$ cat src/design/sfp_pkg.sv
package sfp_pkg;

   localparam int ValW   = 14;
   localparam int LimW   = 7;
   localparam int PerW   = 8;
   localparam int AddrW  = 5;
   localparam int DataW  = 32;

   localparam logic [7:0] START_CHAR = 8'h4D;
   localparam logic [7:0] END_CHAR   = 8'h4E;
   localparam logic [7:0] DIGIT_ZERO = 8'h30;
   localparam logic [7:0] NODE_ONE   = 8'h31;
   localparam logic [7:0] NODE_TWO   = 8'h32;
   localparam logic [ValW-1:0] SCALE = ValW'(100);

   localparam logic CMD_BYTE = 1'b0;
   localparam logic CMD_TICK = 1'b1;

   typedef enum logic {
      KIND_REPORT = 1'b0,
      KIND_UPDATE = 1'b1
   } kind_type;

   // register index, taken from paddr[4:2]
   localparam logic [2:0] REG_TEMP_ONE  = 3'd0;
   localparam logic [2:0] REG_TEMP_TWO  = 3'd1;
   localparam logic [2:0] REG_HUMID_ONE = 3'd2;
   localparam logic [2:0] REG_HUMID_TWO = 3'd3;
   localparam logic [2:0] REG_PERIOD    = 3'd4;

   localparam logic [LimW-1:0] TEMP_ONE_RST  = LimW'(40);
   localparam logic [LimW-1:0] TEMP_TWO_RST  = LimW'(39);
   localparam logic [LimW-1:0] HUMID_ONE_RST = LimW'(70);
   localparam logic [LimW-1:0] HUMID_TWO_RST = LimW'(69);
   localparam logic [PerW-1:0] PERIOD_RST    = PerW'(20);

   typedef struct packed {
      logic [1:0][LimW-1:0] temp_lim;
      logic [1:0][LimW-1:0] humid_lim;
      logic [PerW-1:0]      period;
   } cfg_type;

   typedef struct packed {
      kind_type        kind;
      logic [1:0]      node_id;
      logic [ValW-1:0] humidity;
      logic [ValW-1:0] temperature;
      logic            temp_alarm;
      logic            humid_alarm;
   } rsp_type;

   function automatic logic [ValW-1:0] scale_limit(input logic [LimW-1:0] lim);
      return ValW'(lim) * SCALE;
   endfunction

endpackage

$ cat src/design/sfp_csr.sv
module sfp_csr
   import sfp_pkg::*;
(
   input  logic             clock,
   input  logic             reset,
   input  logic             csr_psel,
   input  logic             csr_penable,
   input  logic             csr_pwrite,
   input  logic [AddrW-1:0] csr_paddr,
   input  logic [DataW-1:0] csr_pwdata,
   output logic [DataW-1:0] csr_prdata,
   output logic             csr_pready,
   output cfg_type          cfg
);

   cfg_type cfg_ff, cfg_in;
   logic    wr_en;

   assign csr_pready = 1'b1;
   assign wr_en      = csr_psel && csr_penable && csr_pwrite;

   always_comb begin
      cfg_in = cfg_ff;
      if (wr_en) begin
         case (csr_paddr[4:2])
            REG_TEMP_ONE:  cfg_in.temp_lim[0]  = csr_pwdata[LimW-1:0];
            REG_TEMP_TWO:  cfg_in.temp_lim[1]  = csr_pwdata[LimW-1:0];
            REG_HUMID_ONE: cfg_in.humid_lim[0] = csr_pwdata[LimW-1:0];
            REG_HUMID_TWO: cfg_in.humid_lim[1] = csr_pwdata[LimW-1:0];
            REG_PERIOD:    cfg_in.period       = csr_pwdata[PerW-1:0];
            default:       cfg_in = cfg_ff;
         endcase
      end
   end

   always_ff @(posedge clock) begin
      if (reset) begin
         cfg_ff.temp_lim[0]  <= TEMP_ONE_RST;
         cfg_ff.temp_lim[1]  <= TEMP_TWO_RST;
         cfg_ff.humid_lim[0] <= HUMID_ONE_RST;
         cfg_ff.humid_lim[1] <= HUMID_TWO_RST;
         cfg_ff.period       <= PERIOD_RST;
      end else begin
         cfg_ff <= cfg_in;
      end
   end

   always_comb begin
      case (csr_paddr[4:2])
         REG_TEMP_ONE:  csr_prdata = DataW'(cfg_ff.temp_lim[0]);
         REG_TEMP_TWO:  csr_prdata = DataW'(cfg_ff.temp_lim[1]);
         REG_HUMID_ONE: csr_prdata = DataW'(cfg_ff.humid_lim[0]);
         REG_HUMID_TWO: csr_prdata = DataW'(cfg_ff.humid_lim[1]);
         REG_PERIOD:    csr_prdata = DataW'(cfg_ff.period);
         default:       csr_prdata = '0;
      endcase
   end

   assign cfg = cfg_ff;

endmodule

$ cat src/design/sfp_core.sv
module sfp_core
   import sfp_pkg::*;
(
   input  logic       clock,
   input  logic       reset,
   input  logic       step_en,
   input  logic       cmd,
   input  logic [7:0] rx_byte,
   input  cfg_type    cfg,
   output logic       res_valid,
   output rsp_type    res
);

   logic [3:0]            pos_ff, pos_in;
   logic [1:0]            node_ff, node_in;
   logic                  bad_ff, bad_in;
   logic [ValW-1:0]       hacc_ff, hacc_in;
   logic [ValW-1:0]       tacc_ff, tacc_in;
   logic [1:0][ValW-1:0]  hum_ff, hum_in;
   logic [1:0][ValW-1:0]  tmp_ff, tmp_in;
   logic [PerW-1:0]       tick_ff, tick_in;
   logic [PerW-1:0]       tick_sum;
   logic                  is_digit;
   logic [ValW-1:0]       digit;
   logic                  slot;

   assign is_digit = (rx_byte >= DIGIT_ZERO) && (rx_byte <= DIGIT_ZERO + 8'd9);
   assign digit    = is_digit ? ValW'(rx_byte[3:0]) : '0;
   assign tick_sum = tick_ff + PerW'(1);
   assign slot     = node_ff[1];

   function automatic logic [ValW-1:0] mac10(input logic [ValW-1:0] acc,
                                             input logic [ValW-1:0] d);
      return (acc << 3) + (acc << 1) + d;
   endfunction

   always_comb begin
      pos_in    = pos_ff;
      node_in   = node_ff;
      bad_in    = bad_ff;
      hacc_in   = hacc_ff;
      tacc_in   = tacc_ff;
      hum_in    = hum_ff;
      tmp_in    = tmp_ff;
      tick_in   = tick_ff;
      res_valid = 1'b0;
      res       = '0;
      if (step_en) begin
         if (cmd == CMD_TICK) begin
            if (tick_sum < cfg.period) begin
               tick_in = tick_sum;
            end else begin
               tick_in   = '0;
               res_valid = 1'b1;
            end
         end else if (rx_byte == START_CHAR) begin
            pos_in  = 4'd1;
            node_in = '0;
            bad_in  = 1'b0;
            hacc_in = '0;
            tacc_in = '0;
         end else begin
            case (pos_ff) inside
               4'd0, [4'd11:4'd15]: begin
                  pos_in = '0;
               end
               4'd1: begin
                  pos_in = pos_ff + 4'd1;
                  if (rx_byte == NODE_ONE) begin
                     node_in = 2'd1;
                  end else if (rx_byte == NODE_TWO) begin
                     node_in = 2'd2;
                  end else begin
                     node_in = '0;
                     bad_in  = 1'b1;
                  end
               end
               [4'd2:4'd5]: begin
                  pos_in  = pos_ff + 4'd1;
                  bad_in  = bad_ff || !is_digit;
                  hacc_in = mac10(hacc_ff, digit);
               end
               [4'd6:4'd9]: begin
                  pos_in  = pos_ff + 4'd1;
                  bad_in  = bad_ff || !is_digit;
                  tacc_in = mac10(tacc_ff, digit);
               end
               4'd10: begin
                  pos_in = '0;
                  if (rx_byte == END_CHAR && !bad_ff && (node_ff == 2'd1 || node_ff == 2'd2))
                  begin
                     hum_in[slot]    = hacc_ff;
                     tmp_in[slot]    = tacc_ff;
                     res_valid       = 1'b1;
                     res.kind        = KIND_UPDATE;
                     res.node_id     = node_ff;
                     res.humidity    = hacc_ff;
                     res.temperature = tacc_ff;
                  end
               end
               default: pos_in = '0;
            endcase
         end
      end
      // alarms look at the stored values after this request's update
      res.temp_alarm  = (scale_limit(cfg.temp_lim[0]) < tmp_in[0]) ||
                        (scale_limit(cfg.temp_lim[1]) < tmp_in[1]);
      res.humid_alarm = (scale_limit(cfg.humid_lim[0]) < hum_in[0]) ||
                        (scale_limit(cfg.humid_lim[1]) < hum_in[1]);
   end

   always_ff @(posedge clock) begin
      if (reset) begin
         pos_ff  <= '0;
         node_ff <= '0;
         bad_ff  <= 1'b0;
         hacc_ff <= '0;
         tacc_ff <= '0;
         hum_ff  <= '0;
         tmp_ff  <= '0;
         tick_ff <= '0;
      end else begin
         pos_ff  <= pos_in;
         node_ff <= node_in;
         bad_ff  <= bad_in;
         hacc_ff <= hacc_in;
         tacc_ff <= tacc_in;
         hum_ff  <= hum_in;
         tmp_ff  <= tmp_in;
         tick_ff <= tick_in;
      end
   end

endmodule

$ cat src/design/sensor_frame_parser_with_alarm_core.sv
// Channel  | Ports                                   | Moves
// ---------+-----------------------------------------+-------------------------------
// request  | req_valid/req_ready, req_cmd, req_rx_byte | one byte or one timer tick
// result   | rsp_valid/rsp_ready, rsp_*               | update or periodic alarm report
// config   | csr_* (APB-style, pready tied high)      | limits and report period
//
// One request per cycle unless results stall; results pass request and result registers.
// Parser, node store and alarm compare sit between the request and result registers.
// Reset (synchronous, active high) clears the parser, stored values and tick count and
// loads the register defaults.
// A stalled result holds the result register; one more request may wait in the request
// register, after which req_ready drops until rsp_ready returns.
module sensor_frame_parser_with_alarm_core
   import sfp_pkg::*;
(
   input  logic             clock,
   input  logic             reset,
   input  logic             req_valid,
   output logic             req_ready,
   input  logic             req_cmd,
   input  logic [7:0]       req_rx_byte,
   output logic             rsp_valid,
   input  logic             rsp_ready,
   output logic             rsp_kind,
   output logic [1:0]       rsp_node_id,
   output logic [ValW-1:0]  rsp_humidity,
   output logic [ValW-1:0]  rsp_temperature,
   output logic             rsp_temp_alarm,
   output logic             rsp_humid_alarm,
   input  logic             csr_psel,
   input  logic             csr_penable,
   input  logic             csr_pwrite,
   input  logic [AddrW-1:0] csr_paddr,
   input  logic [DataW-1:0] csr_pwdata,
   output logic [DataW-1:0] csr_prdata,
   output logic             csr_pready
);

   cfg_type    cfg;
   rsp_type    res;
   logic       res_valid;
   logic       advance;

   logic       in_valid_ff, in_valid_in;
   logic       in_cmd_ff;
   logic [7:0] in_byte_ff;
   logic       out_valid_ff, out_valid_in;
   rsp_type    out_ff;

   sfp_csr u_csr (
      .clock       (clock),
      .reset       (reset),
      .csr_psel    (csr_psel),
      .csr_penable (csr_penable),
      .csr_pwrite  (csr_pwrite),
      .csr_paddr   (csr_paddr),
      .csr_pwdata  (csr_pwdata),
      .csr_prdata  (csr_prdata),
      .csr_pready  (csr_pready),
      .cfg         (cfg)
   );

   sfp_core u_core (
      .clock     (clock),
      .reset     (reset),
      .step_en   (advance),
      .cmd       (in_cmd_ff),
      .rx_byte   (in_byte_ff),
      .cfg       (cfg),
      .res_valid (res_valid),
      .res       (res)
   );

   // a request leaves the input register whenever the result register is free
   assign advance   = in_valid_ff && (!out_valid_ff || rsp_ready);
   assign req_ready = !in_valid_ff || advance;

   always_comb begin
      if (req_valid && req_ready) begin
         in_valid_in = 1'b1;
      end else if (advance) begin
         in_valid_in = 1'b0;
      end else begin
         in_valid_in = in_valid_ff;
      end
      if (advance) begin
         out_valid_in = res_valid;
      end else if (rsp_ready) begin
         out_valid_in = 1'b0;
      end else begin
         out_valid_in = out_valid_ff;
      end
   end

   always_ff @(posedge clock) begin
      if (reset) begin
         in_valid_ff  <= 1'b0;
         out_valid_ff <= 1'b0;
      end else begin
         in_valid_ff  <= in_valid_in;
         out_valid_ff <= out_valid_in;
      end
   end

   always_ff @(posedge clock) begin
      if (req_valid && req_ready) begin
         in_cmd_ff  <= req_cmd;
         in_byte_ff <= req_rx_byte;
      end
      if (advance && res_valid) begin
         out_ff <= res;
      end
   end

   assign rsp_valid       = out_valid_ff;
   assign rsp_kind        = out_ff.kind;
   assign rsp_node_id     = out_ff.node_id;
   assign rsp_humidity    = out_ff.humidity;
   assign rsp_temperature = out_ff.temperature;
   assign rsp_temp_alarm  = out_ff.temp_alarm;
   assign rsp_humid_alarm = out_ff.humid_alarm;

`ifndef SYNTHESIS
   a_ready_low_only_when_full: assert property (@(posedge clock) disable iff (reset)
      !req_ready |-> in_valid_ff && out_valid_ff && !rsp_ready)
      else $error("request stage blocked without a stalled result");

   a_update_node_known: assert property (@(posedge clock) disable iff (reset)
      rsp_valid && rsp_kind == KIND_UPDATE |-> rsp_node_id == 2'd1 || rsp_node_id == 2'd2)
      else $error("update result with unknown node");

   a_report_clean: assert property (@(posedge clock) disable iff (reset)
      rsp_valid && rsp_kind == KIND_REPORT |->
         rsp_node_id == '0 && rsp_humidity == '0 && rsp_temperature == '0)
      else $error("report result carries frame data");

   a_result_from_request: assert property (@(posedge clock) disable iff (reset)
      $rose(rsp_valid) |-> $past(in_valid_ff))
      else $error("result appeared with no request in flight");
`endif

endmodule

$ cat config.mk
export PLATFORM = sky130hd
export DESIGN_NAME = sensor_frame_parser_with_alarm_core
export DESIGN_NICKNAME = d
export VERILOG_FILES = /design/src/design/sfp_pkg.sv /design/src/design/sfp_csr.sv /design/src/design/sfp_core.sv /design/src/design/sensor_frame_parser_with_alarm_core.sv
export SDC_FILE = /design/constraint.sdc
export NUM_CORES = 1
export LEC_CHECK = 0
export ABC_AREA = 0
export BUFFER_PORTS_ARGS = -buffer_cell sky130_fd_sc_hd__buf_2
export CORE_MARGIN = 2
export CORE_UTILIZATION = 30
export DETAILED_ROUTE_END_ITERATION = 10
export PLACE_DENSITY = 0.51
export SKIP_CTS_REPAIR_TIMING = 1
export SKIP_LAST_GASP = 1
export SLEW_MARGIN = 10
export SYNTH_ARGS = -nofsm -noshare
export SYNTH_HDL_FRONTEND = slang
export SYNTH_SLANG_ARGS = --single-unit
$ cat constraint.sdc
create_clock -name clock -period 3.8 [get_ports clock]
set_input_delay 0.19 -clock clock [delete_from_list [all_inputs] [get_ports clock]]
set_output_delay 0.19 -clock clock [all_outputs]
set_load 0.02 [all_outputs]
# --- Word-level counts from Yosys, hierarchy flattened ---
# Index checks and enable logic that the tools add are counted.
classes:
  multipliers: 4
  order_cmp: 15
  bitwise: 4
  reduce_logical: 44
  n_mux: 66
  eq_ne: 17
  n_addsub: 6
ops:
  columns: ["op", "count"]
  rows:
  - ["28-bit 2-to-1 mux", 18]
  - ["14-bit 2-to-1 mux", 10]
  - ["14-bit adder", 4]
  - ["28-bit bitwise mux", 2]
  - ["14-bit < comparator", 4]
  - ["7-bit by 5-bit multiplier with 12-bit output (second input constant)", 4]
  - ["8-bit one-hot mux with 5 select lines", 1]
  - ["31-bit 2-to-1 mux", 1]
  - ["4-bit 2-to-1 mux", 6]
  - ["1-bit 2-to-1 mux", 21]
  - ["8-bit by 6-bit == test with 1-bit output (second input constant)", 2]
  - ["8-bit by 7-bit == test with 1-bit output (second input constant)", 2]
  - ["14-bit demux with 1-bit select", 1]
  - ["2-bit AND reduction", 7]
  - ["1-bit logical AND", 12]
  - ["6-bit AND reduction", 2]
  - ["2-bit 2-to-1 mux", 5]
  - ["2-bit nonzero test", 5]
  - ["10-bit OR reduction", 1]
  - ["9-bit OR reduction", 1]
  - ["8-bit by 1-bit adder with 8-bit output (second input constant)", 1]
  - ["8-bit by 6-bit greater-or-equal comparator with 1-bit output (second input constant)", 1]
  - ["4-bit <= comparator (second input constant)", 2]
  - ["8-bit by 6-bit <= comparator with 1-bit output (second input constant)", 1]
  - ["27 further kinds", 42]
word_totals:
  register_bits: 179
  input_bits: 53
  out_inout_bits: 68
  elab_cells: 181

# --- Logic depth before layout (Yosys ltp) ---
# Gate-level depths: netlist of the first run.
logic_depth:
  depth_word: 16
  ltp_mapped: 18
  ltp_nobuf: 18

# --- Cells and area by module ---
# A second synthesis of the first run with hierarchy kept.
hier_totals:
  cells_unflattened: 1275
  area_unflattened_um2: 12408.2
modules_own_cells:
  columns: ["module", "seq_area_each_um2", "instances", "cells_each", "area_per_inst_um2"]
  rows:
  - ["sfp_core", 1981.9, 1, 1014, 9058.7]
  - ["sfp_csr", 720.7, 1, 208, 1985.7]
  - ["sensor_frame_parser_with_alarm_core", 1301.2, 1, 53, 1363.8]

# --- Least setup slack after synthesis of the first run ---
# No wires, ideal clock.
synth_timing:
  kind: "register -> register"
  start: "register u_csr.cfg_ff (netlist bit u_csr.cfg[17])"
  end: "register out_ff (netlist bit rsp_humid_alarm) (data pin)"
  path_stages_with_launch: 16
  synth_period_minus_slack_ps: 4239
  path_slack_ps: -439
  arrival_ps: 3971
  path_buffers: 0
  setup_time_ps: 268
  required_ps: 3532
  cell_sequence: "dfxtp_1 ha_1 ha_1 fa_1 ha_1 a21oi_1 nand2b_1 a21oi_1 o41ai_1 xnor2_1 ha_1 nand4_1 or4_1 a2111o_1 o211ai_1 o211ai_1"
synth_lines:
  columns: ["item", "line", "rtl"]
  rows:
  - ["from (decl)", "sfp_csr.sv:16", "cfg_type cfg_ff, cfg_in;"]
  - ["from (signal assigned)", "sfp_csr.sv:44", "cfg_ff <= cfg_in;"]
  - ["to (signal assigned)", "sensor_frame_parser_with_alarm_core.sv:111", "out_ff <= res;"]
  - ["to (decl)", "sensor_frame_parser_with_alarm_core.sv:48", "rsp_type out_ff;"]

==> results of run 1 <==
## worst reg2reg max path: stages (launching register included)
cell and delay [ps]:
sky130_fd_sc_hd__dfxtp_4 370, sky130_fd_sc_hd__ha_4 270, sky130_fd_sc_hd__ha_4 190, sky130_fd_sc_hd__fa_2 570
sky130_fd_sc_hd__ha_4 220, sky130_fd_sc_hd__a21oi_4 150, sky130_fd_sc_hd__nand2b_4 130, sky130_fd_sc_hd__a21oi_1 90
sky130_fd_sc_hd__o41ai_2 340, sky130_fd_sc_hd__xnor2_1 120, sky130_fd_sc_hd__ha_1 300, sky130_fd_sc_hd__nand4_1 110
sky130_fd_sc_hd__or4_4 440, sky130_fd_sc_hd__or3_1 320, sky130_fd_sc_hd__o211ai_1 200, sky130_fd_sc_hd__o211ai_1 110
## path summary, 6_finish.rpt
| kind | from | endpoint | slack, ps | cells past startpoint |
|---|---|---|---|---|
| worst min-delay path | csr_pwdata[7] | u_csr.cfg[7] | 20 | 3 |
| worst max register to register | u_csr.cfg[17] | rsp_humid_alarm | -390 | 15 |
| worst min register to register | u_core.tick_ff[7] | u_core.tick_ff[7] | 470 | 2 |
| worst max-delay path | u_csr.cfg[17] | rsp_humid_alarm | -390 | 15 |
## Yosys cell counts, types with 7 or more instances
cell type	count	area, um^2
sky130_fd_sc_hd__and3_1	8	50.1
sky130_fd_sc_hd__xor2_1	12	105
sky130_fd_sc_hd__a21o_1	21	158
sky130_fd_sc_hd__clkbuf_1	24	90.1
sky130_fd_sc_hd__nor2b_1	14	87.6
sky130_fd_sc_hd__and2_1	33	206
sky130_fd_sc_hd__nand3_1	21	105
sky130_fd_sc_hd__inv_1	52	195
sky130_fd_sc_hd__fa_1	12	240
sky130_fd_sc_hd__a211oi_1	9	67.6
sky130_fd_sc_hd__nand4_1	12	75.1
sky130_fd_sc_hd__nand2_1	33	124
sky130_fd_sc_hd__nand2b_1	17	106
sky130_fd_sc_hd__o21ai_0	37	185
sky130_fd_sc_hd__nor2_1	163	612
sky130_fd_sc_hd__o21a_1	8	60.1
sky130_fd_sc_hd__ha_1	207	2590
sky130_fd_sc_hd__dfxtp_1	137	2740
sky130_fd_sc_hd__edfxtp_1	42	1260
sky130_fd_sc_hd__a31oi_1	9	56.3
sky130_fd_sc_hd__nand3b_1	7	52.6
sky130_fd_sc_hd__a21oi_1	53	265
sky130_fd_sc_hd__mux2i_1	90	901
sky130_fd_sc_hd__a22oi_1	19	143
sky130_fd_sc_hd__o22ai_1	8	50.1
sky130_fd_sc_hd__a211o_1	15	131
sky130_fd_sc_hd__nor3_1	18	90.1
sky130_fd_sc_hd__xnor2_1	39	342
sky130_fd_sc_hd__buf_4	26	195
## state kept, by name, summed over array words and instances, names as in the netlist, 2 cells and up
| name | cells |
|---|---|
| u_csr.cfg | 36 |
| u_core.hum_ff | 28 |
| u_core.tmp_ff | 28 |
| rsp_humidity | 14 |
| rsp_temperature | 14 |
| u_core.hacc_ff | 14 |
| u_core.tacc_ff | 14 |
| in_byte_ff | 8 |
| u_core.tick_ff | 8 |
| u_core.pos_ff | 4 |
| rsp_node_id | 2 |
| u_core.node_ff | 2 |
## logic make-up after synthesis
family          count (synthesis)  synth area share [%]
buf+inv                       114                  4.72
compound gates                218                  12.2
xor+xnor                       51                  3.70
simple gates                  356                  14.6
mux                            94                  8.03
flops                         179                  33.2
other cells                     2                0.0623
fa+ha+maj                     219                  23.5
## stage by stage
step	setup WS, ps	cells	power [uW]
2_1_floorplan	-158	1256	2230
3_3_place_gp	-319	1861	2300
3_5_place_dp	-457	1861	2310
4_1_cts	-484	1893	4230
5_1_grt	-580	1909	4370
6_report	-390	1909	4190
## routing by layer
layer	vias to the layer above	global-route usage (%)	routed length, um
li1	4673	-	-
met1	4351	18.4	13700
met2	111	24.0	14300
met3	24	2.55	718
met4	0	3.57	354
met5	-	0	0
## power groups by stage
stage               clock network, uW  logic [uW]  registers [uW]
finish                           1900         329            1960
floorplan                           0         220            2010
detailed placement                  0         302            2010
CTS                              1970         303            1960
global route                     2040         367            1960
global placement                    0         297            2010
## final cells by class
class | count | area (um^2) | share of cell area (%)
inverter | 52 | 195 | 1.35
tap | 525 | 657 | 4.53
multi-input combinational | 963 | 7930 | 54.7
timing repair buffer | 158 | 1070 | 7.35
clock inverter | 15 | 210 | 1.45
clock buffer | 17 | 425 | 2.93
sequential | 179 | 4020 | 27.7
==> implementation parameters, run 1 <==
Parameter                              Value

Outcome
  Outcome ... finished, violations left
  Violated checks ... setup timing

Setup path
  Path type of the worst setup path ... reg2reg
  Most used cell, CP ... sky130_fd_sc_hd__ha_4
  CP Data Required Time ... 4000 ps
  Arrival @ worst endpoint ... 4390 ps
  Cell family with the largest share of critical-path delay ... adder cells
  Kind of end point of the critical path ... flop
  CP Buf/Inv Count ... 0
  Worst path slowest cell ... sky130_fd_sc_hd__fa_2
  Sort of element at the start of the critical path ... flop
  Maximum fanout along the worst path ... 4
  Delay of the slowest cell on the worst path ... 570 ps
  Chain of cells forming the critical path ... ha_4 > ha_4 > fa_2 > ha_4 > a21oi_4 > nand2b_4 > a21oi_1 > o41ai_2 > xnor2_1 > ha_1 > nand4_1 > or4_4 > or3_1 > o211ai_1 > o211ai_1

Global routing
  Pin count of the biggest net entering global routing ... 86
  GRT Util Overall ... 14.1%
  Global route total overflow ... 0
  Wire length of the first global-routing pass ... 45900 um
  Initial antenna violation count ... 0
  Via count of the first global-routing pass ... 8653

Synthesis
  Async set-reset flop share out of synthesis ... 0%
  Post-synth cell types ... 74
  Post-synthesis area per instance ... 9.78 um^2
  Top flip-flop cell by instance count after synthesis ... sky130_fd_sc_hd__dfxtp_1
  Gate count of the mapped netlist ... 1233
  Count of synthesis-stage warnings from yosys ... 0
  Post-synthesis cell area ... 0.0121 mm^2
  Number of enable flip-flop cells after synthesis ... 42
  Sequential share of the synthesized area ... 33.2%
  Yosys reg bits ... 179

Finish
  Number of nets in the finished design ... 1643
  Total inserted antenna cells ... 0
  Leading cell type in the layout, fill and taps excluded ... sky130_fd_sc_hd__ha_1
  Fraction of layout instances using a drive strength above 1 ... 17.9%
  Area added between synthesis and finish ... 20.2%
  Final core utilization ... 36.5%
  Non-Filler Cell Area, Final ... 0.0145 mm^2
  Filler cells ... 4054
  Most frequent cells in the layout ... 188 x sky130_fd_sc_hd__ha_1, 161 x sky130_fd_sc_hd__nor2_1, 131 x sky130_fd_sc_hd__dfxtp_1

Clock network
  Clock tree from TritonCTS ... done
  Clock tree root buffer cell ... sky130_fd_sc_hd__clkbuf_16
  H-Tree Level Count ... 4
  CTS Buf Count ... 17
  Clock sink count ... 179
  Bufs on Longest Clock Path ... 2
  Insertion delay of the later-clocked pin in the worst-skew pair ... 460 ps
  Reg clk slew, reported paths ... 80 ps

Die
  Die Y-Extent ... 205 um
  Total core area ... 0.0397 mm^2
  Die Footprint ... 0.0418 mm^2
  Initial cell density of the core ... 30.4%
  Number of top-level design ports ... 121
  Floorplan die width ... 205 um
  Std cell rows ... 73

Placement
  Area of placed instances ... 0.0134 mm^2
  Global placer's final weighted congestion ... 0.804
  PortBufs ... 69
  Half-perimeter wire length after detailed placement ... 22200 um

Routing
  # DRC ... 0
  Vias after detailed routing ... 9159
  Via density per instance ... 4.80
  DRT antenna net count ... 0
  Drt initial violations ... 425
  Detail-routed net length per standard cell ... 15.2 um
  First-pass iteration count of the detailed router ... 6
  Final wirelength ... 29000 um

Pwr
  Internal portion of total power ... 3100 uW
  Share of power burned in the clock network ... 45.3%
  Proportion of power drawn by combinational gates ... 7.8%
  Switching component of the power ... 1090 uW
  Largest vdd supply drop ... 0.330 mV
  Register share of total power ... 46.8%
  Power density of the placed cells ... 289 mW/mm^2
  Net switching share of the total power ... 25.9%
  Leakage power ... 0.00672 uW

Timing
  Final setup violation count ... 1
  Number of hold violations in the final report ... 0
  Rel. slew slack ... 25.7%
  Unrepaired setup endpoints after global routing ... true
  Worst slew pin tran ... 1110 ps
  Minimum clock period ... 4190 ps
  Max Freq ... 239 MHz
  Final setup margin ... -390 ps
  Final worst hold slack ... 18.1 ps
  Period utilization ... 110%
  Clock Skews ... 14.7 ps
  Total negative slack for setup checks ... -390 ps
  Slew Limit Fails ... 0

Job
  Maximum capacitance violations ... 0

Worst hold path
  Path class of the lowest-slack min-delay path ... in2reg
(Power assumes the default switching activity.)
==> inputs of run 2 (changes only) <==
CORE_UTILIZATION = 55   (was 30)
CTS_BUF_LIST = sky130_fd_sc_hd__clkbuf_16   (was not set)
PLACE_DENSITY = 0.81   (was 0.51)
==> run 2 against run 1 <==
Compared with the run above: the run still ends with setup timing left; utilization rose by 27 points; count of clock-buffer cells in the layout rose by 1; global-route usage rose by 9.1 points; non-clock buffer count fell by 22; sequential power barely moved.
==> implementation parameters, run 2 (same netlist as run 1, synthesis figures left out) <==
Parameter                              Value

Routing
  Final wirelength ... 27500 um (-5.4%)
  Met2 WL ... 14000 um (-1.8%)
  First-pass iteration count of the detailed router ... 5 (-1)
  DRT antenna net count ... 0 (unchanged)
  Drt initial violations ... 628 (+48%)
  Detail-routed net length per standard cell ... 16.7 um (+10%)
  Vias after detailed routing ... 9459 (+3.3%)
  Via density per instance ... 5.76 (+20%)
  Met3 wirelength from detailed routing ... 1300 um (+81%)
  Highest metal layer used by the detailed router ... met4
  # DRC ... 0 (unchanged)
  DRT met1 WL ... 11600 um (-15%)

Pwr
  Share of power burned in the clock network ... 44.5% (-0.8 points)
  Final Total Pwr ... 4100 uW (-2.1%)
  Register share of total power ... 47.9% (+1.1 points)
  Switching component of the power ... 1050 uW (-3.7%)
  Leakage power ... 0.00658 uW (-2.1%)
  Net switching share of the total power ... 25.5% (-0.43 points)
  Internal portion of total power ... 3060 uW (-1.5%)
  Power density of the placed cells ... 297 mW/mm^2 (+2.9%)
  Proportion of power drawn by combinational gates ... 7.6% (-0.2 points)
  Largest vdd supply drop ... 0.296 mV (-10%)

Placement
  Half-perimeter wire length after detailed placement ... 20100 um (-9.4%)
  Total placed cells including tap cells ... 1599 (-14%)
  Area of placed instances ... 0.0129 mm^2 (-3.5%)
  Global placer's final weighted congestion ... 0.879 (+9.3%)
  PortBufs ... 69 (unchanged)
  Pre-CTS setup slack ... -428 ps (+29.0 ps)

Setup path
  CP Data Required Time ... 3970 ps (-30 ps)
  Arrival @ worst endpoint ... 4400 ps (about the same)
  Path type of the worst setup path ... reg2reg
  Kind of end point of the critical path ... flop
  Sort of element at the start of the critical path ... flop
  Maximum fanout along the worst path ... 3 (-1)

Global routing
  GRT Util Overall ... 23.2% (+9.1 points)
  Global route total overflow ... 0 (unchanged)
  Wire length of the first global-routing pass ... 44200 um (-3.9%)
  Initial antenna violation count ... 0 (unchanged)
  Via count of the first global-routing pass ... 8961 (+3.6%)
  Pin count of the biggest net entering global routing ... 95 (+10%)

Clock network
  H-Tree Level Count ... 4 (unchanged)
  Clock sink count ... 179 (unchanged)
  CTS Buf Count ... 17 (unchanged)
  Bufs on Longest Clock Path ... 2 (unchanged)
  Reg clk slew, reported paths ... 70 ps (about the same)
  Clock tree root buffer cell ... sky130_fd_sc_hd__clkbuf_16
  Insertion delay of the later-clocked pin in the worst-skew pair ... 440 ps (-20 ps)
  Clock tree from TritonCTS ... done

Die
  Die Y-Extent ... 152 um (-26%)
  Die Footprint ... 0.0231 mm^2 (-45%)
  Initial cell density of the core ... 55.6% (+25 points)
  Number of top-level design ports ... 121 (unchanged)
  Floorplan die width ... 152 um (-26%)
  Std cell rows ... 54 (-26%)
  Total core area ... 0.0217 mm^2 (-45%)

Job
  Maximum capacitance violations ... 0 (unchanged)

Finish
  Number of flip-flops under the largest register name ... 36 (unchanged)
  Leading cell type in the layout, fill and taps excluded ... sky130_fd_sc_hd__ha_1
  Most frequent cells in the layout ... 200 x sky130_fd_sc_hd__ha_1, 163 x sky130_fd_sc_hd__nor2_1, 130 x sky130_fd_sc_hd__dfxtp_1
  Filler cells ... 1701 (-58%)
  Number of nets in the finished design ... 1621 (-1.3%)
  Area added between synthesis and finish ... 14.4%
  Fraction of layout instances using a drive strength above 1 ... 15.7% (-2.2 points)
  Multi-input combinational cell area ... 0.00776 mm^2 (-2.1%)
  Number of standard cells in the layout, taps in and fillers out ... 1642 (-14%)
  FF/Latch Area ... 0.00401 mm^2 (about the same)
  Non-Filler Cell Area, Final ... 0.0138 mm^2 (-4.8%)
  Total inserted antenna cells ... 0 (unchanged)

Timing
  Slew Limit Fails ... 0 (unchanged)
  Final worst hold slack ... 7.28 ps (-10.8 ps)
  Final setup margin ... -421 ps (-31.0 ps)
  Number of hold violations in the final report ... 0 (unchanged)
  Final setup violation count ... 1 (unchanged)
  Unrepaired setup endpoints after global routing ... true
  Rel. slew slack ... 24.1% (-1.6 points)
  Period utilization ... 111% (+0.82 points)
  Worst slew pin tran ... 1140 ps (+23.8 ps)
  Max Freq ... 237 MHz (-0.73%)
  Clock Skews ... 11.2 ps (-3.46 ps)
  Minimum clock period ... 4220 ps (+31.0 ps)

Outcome
  Violated checks ... setup timing
  Outcome ... finished, violations left

Worst hold path
  Path class of the lowest-slack min-delay path ... in2reg
[run 2: final timing paths]
| check | startpoint | to | slack [ps] | cells past startpoint |
|---|---|---|---|---|
| worst max-delay path | u_csr.cfg[16] | rsp_humid_alarm | -420 | 16 |
| worst min register to register | u_core.tick_ff[7] | u_core.tick_ff[7] | 470 | 2 |
| worst max register to register | u_csr.cfg[16] | rsp_humid_alarm | -420 | 16 |
| worst min-delay path | csr_pwdata[7] | u_csr.cfg[7] | 7 | 3 |
[run 2: per-stage QoR]
stage | setup TNS, ps | utilization, %
5_1_grt | -689 | 63.6
6_report | -421 | 63.6
4_1_cts | -560 | 62.4
3_3_place_gp | -292 | 59.6
2_1_floorplan | -158 | -
3_5_place_dp | -455 | 59.6
[run 2: cell type report]
cell class                      count  area share (%)
Timing Repair Buffer              136            6.35
Tap cell                          280            2.54
Clock buffer                       18            3.26
Multi-Input combinational cell    963            56.2
Inverter                           52            1.41
Clock inverter                     14            1.15
Sequential cell                   179            29.1
[run 2: worst max-delay path, stage by stage, from the launching register on]
cell and delay, ps:
sky130_fd_sc_hd__dfxtp_1 330, sky130_fd_sc_hd__ha_1 300, sky130_fd_sc_hd__ha_1 300, sky130_fd_sc_hd__ha_1 300
sky130_fd_sc_hd__ha_1 300, sky130_fd_sc_hd__a21o_1 190, sky130_fd_sc_hd__a21oi_2 140, sky130_fd_sc_hd__nand2b_1 110
sky130_fd_sc_hd__a21oi_1 90, sky130_fd_sc_hd__o41ai_2 240, sky130_fd_sc_hd__xnor2_1 130, sky130_fd_sc_hd__ha_1 320
sky130_fd_sc_hd__nand4_1 150, sky130_fd_sc_hd__or4_4 450, sky130_fd_sc_hd__a2111o_1 400, sky130_fd_sc_hd__o211ai_1 110
sky130_fd_sc_hd__o211ai_1 110
[run 2: layer usage]
metal / track usage, % / vias up
met5: 0 / -
li1: - / 4621
met4: 7.65 / 0
met3: 3.14 / 46
met1: 28.8 / 4541
met2: 41.6 / 251
[run 2: power groups by stage]
stage	logic (uW)	registers (uW)	clock network (uW)
floorplan	220	2010	0
global placement	274	2010	0
detailed placement	285	2010	0
CTS	287	1960	1840
global route	344	1970	1920
finish	310	1970	1830
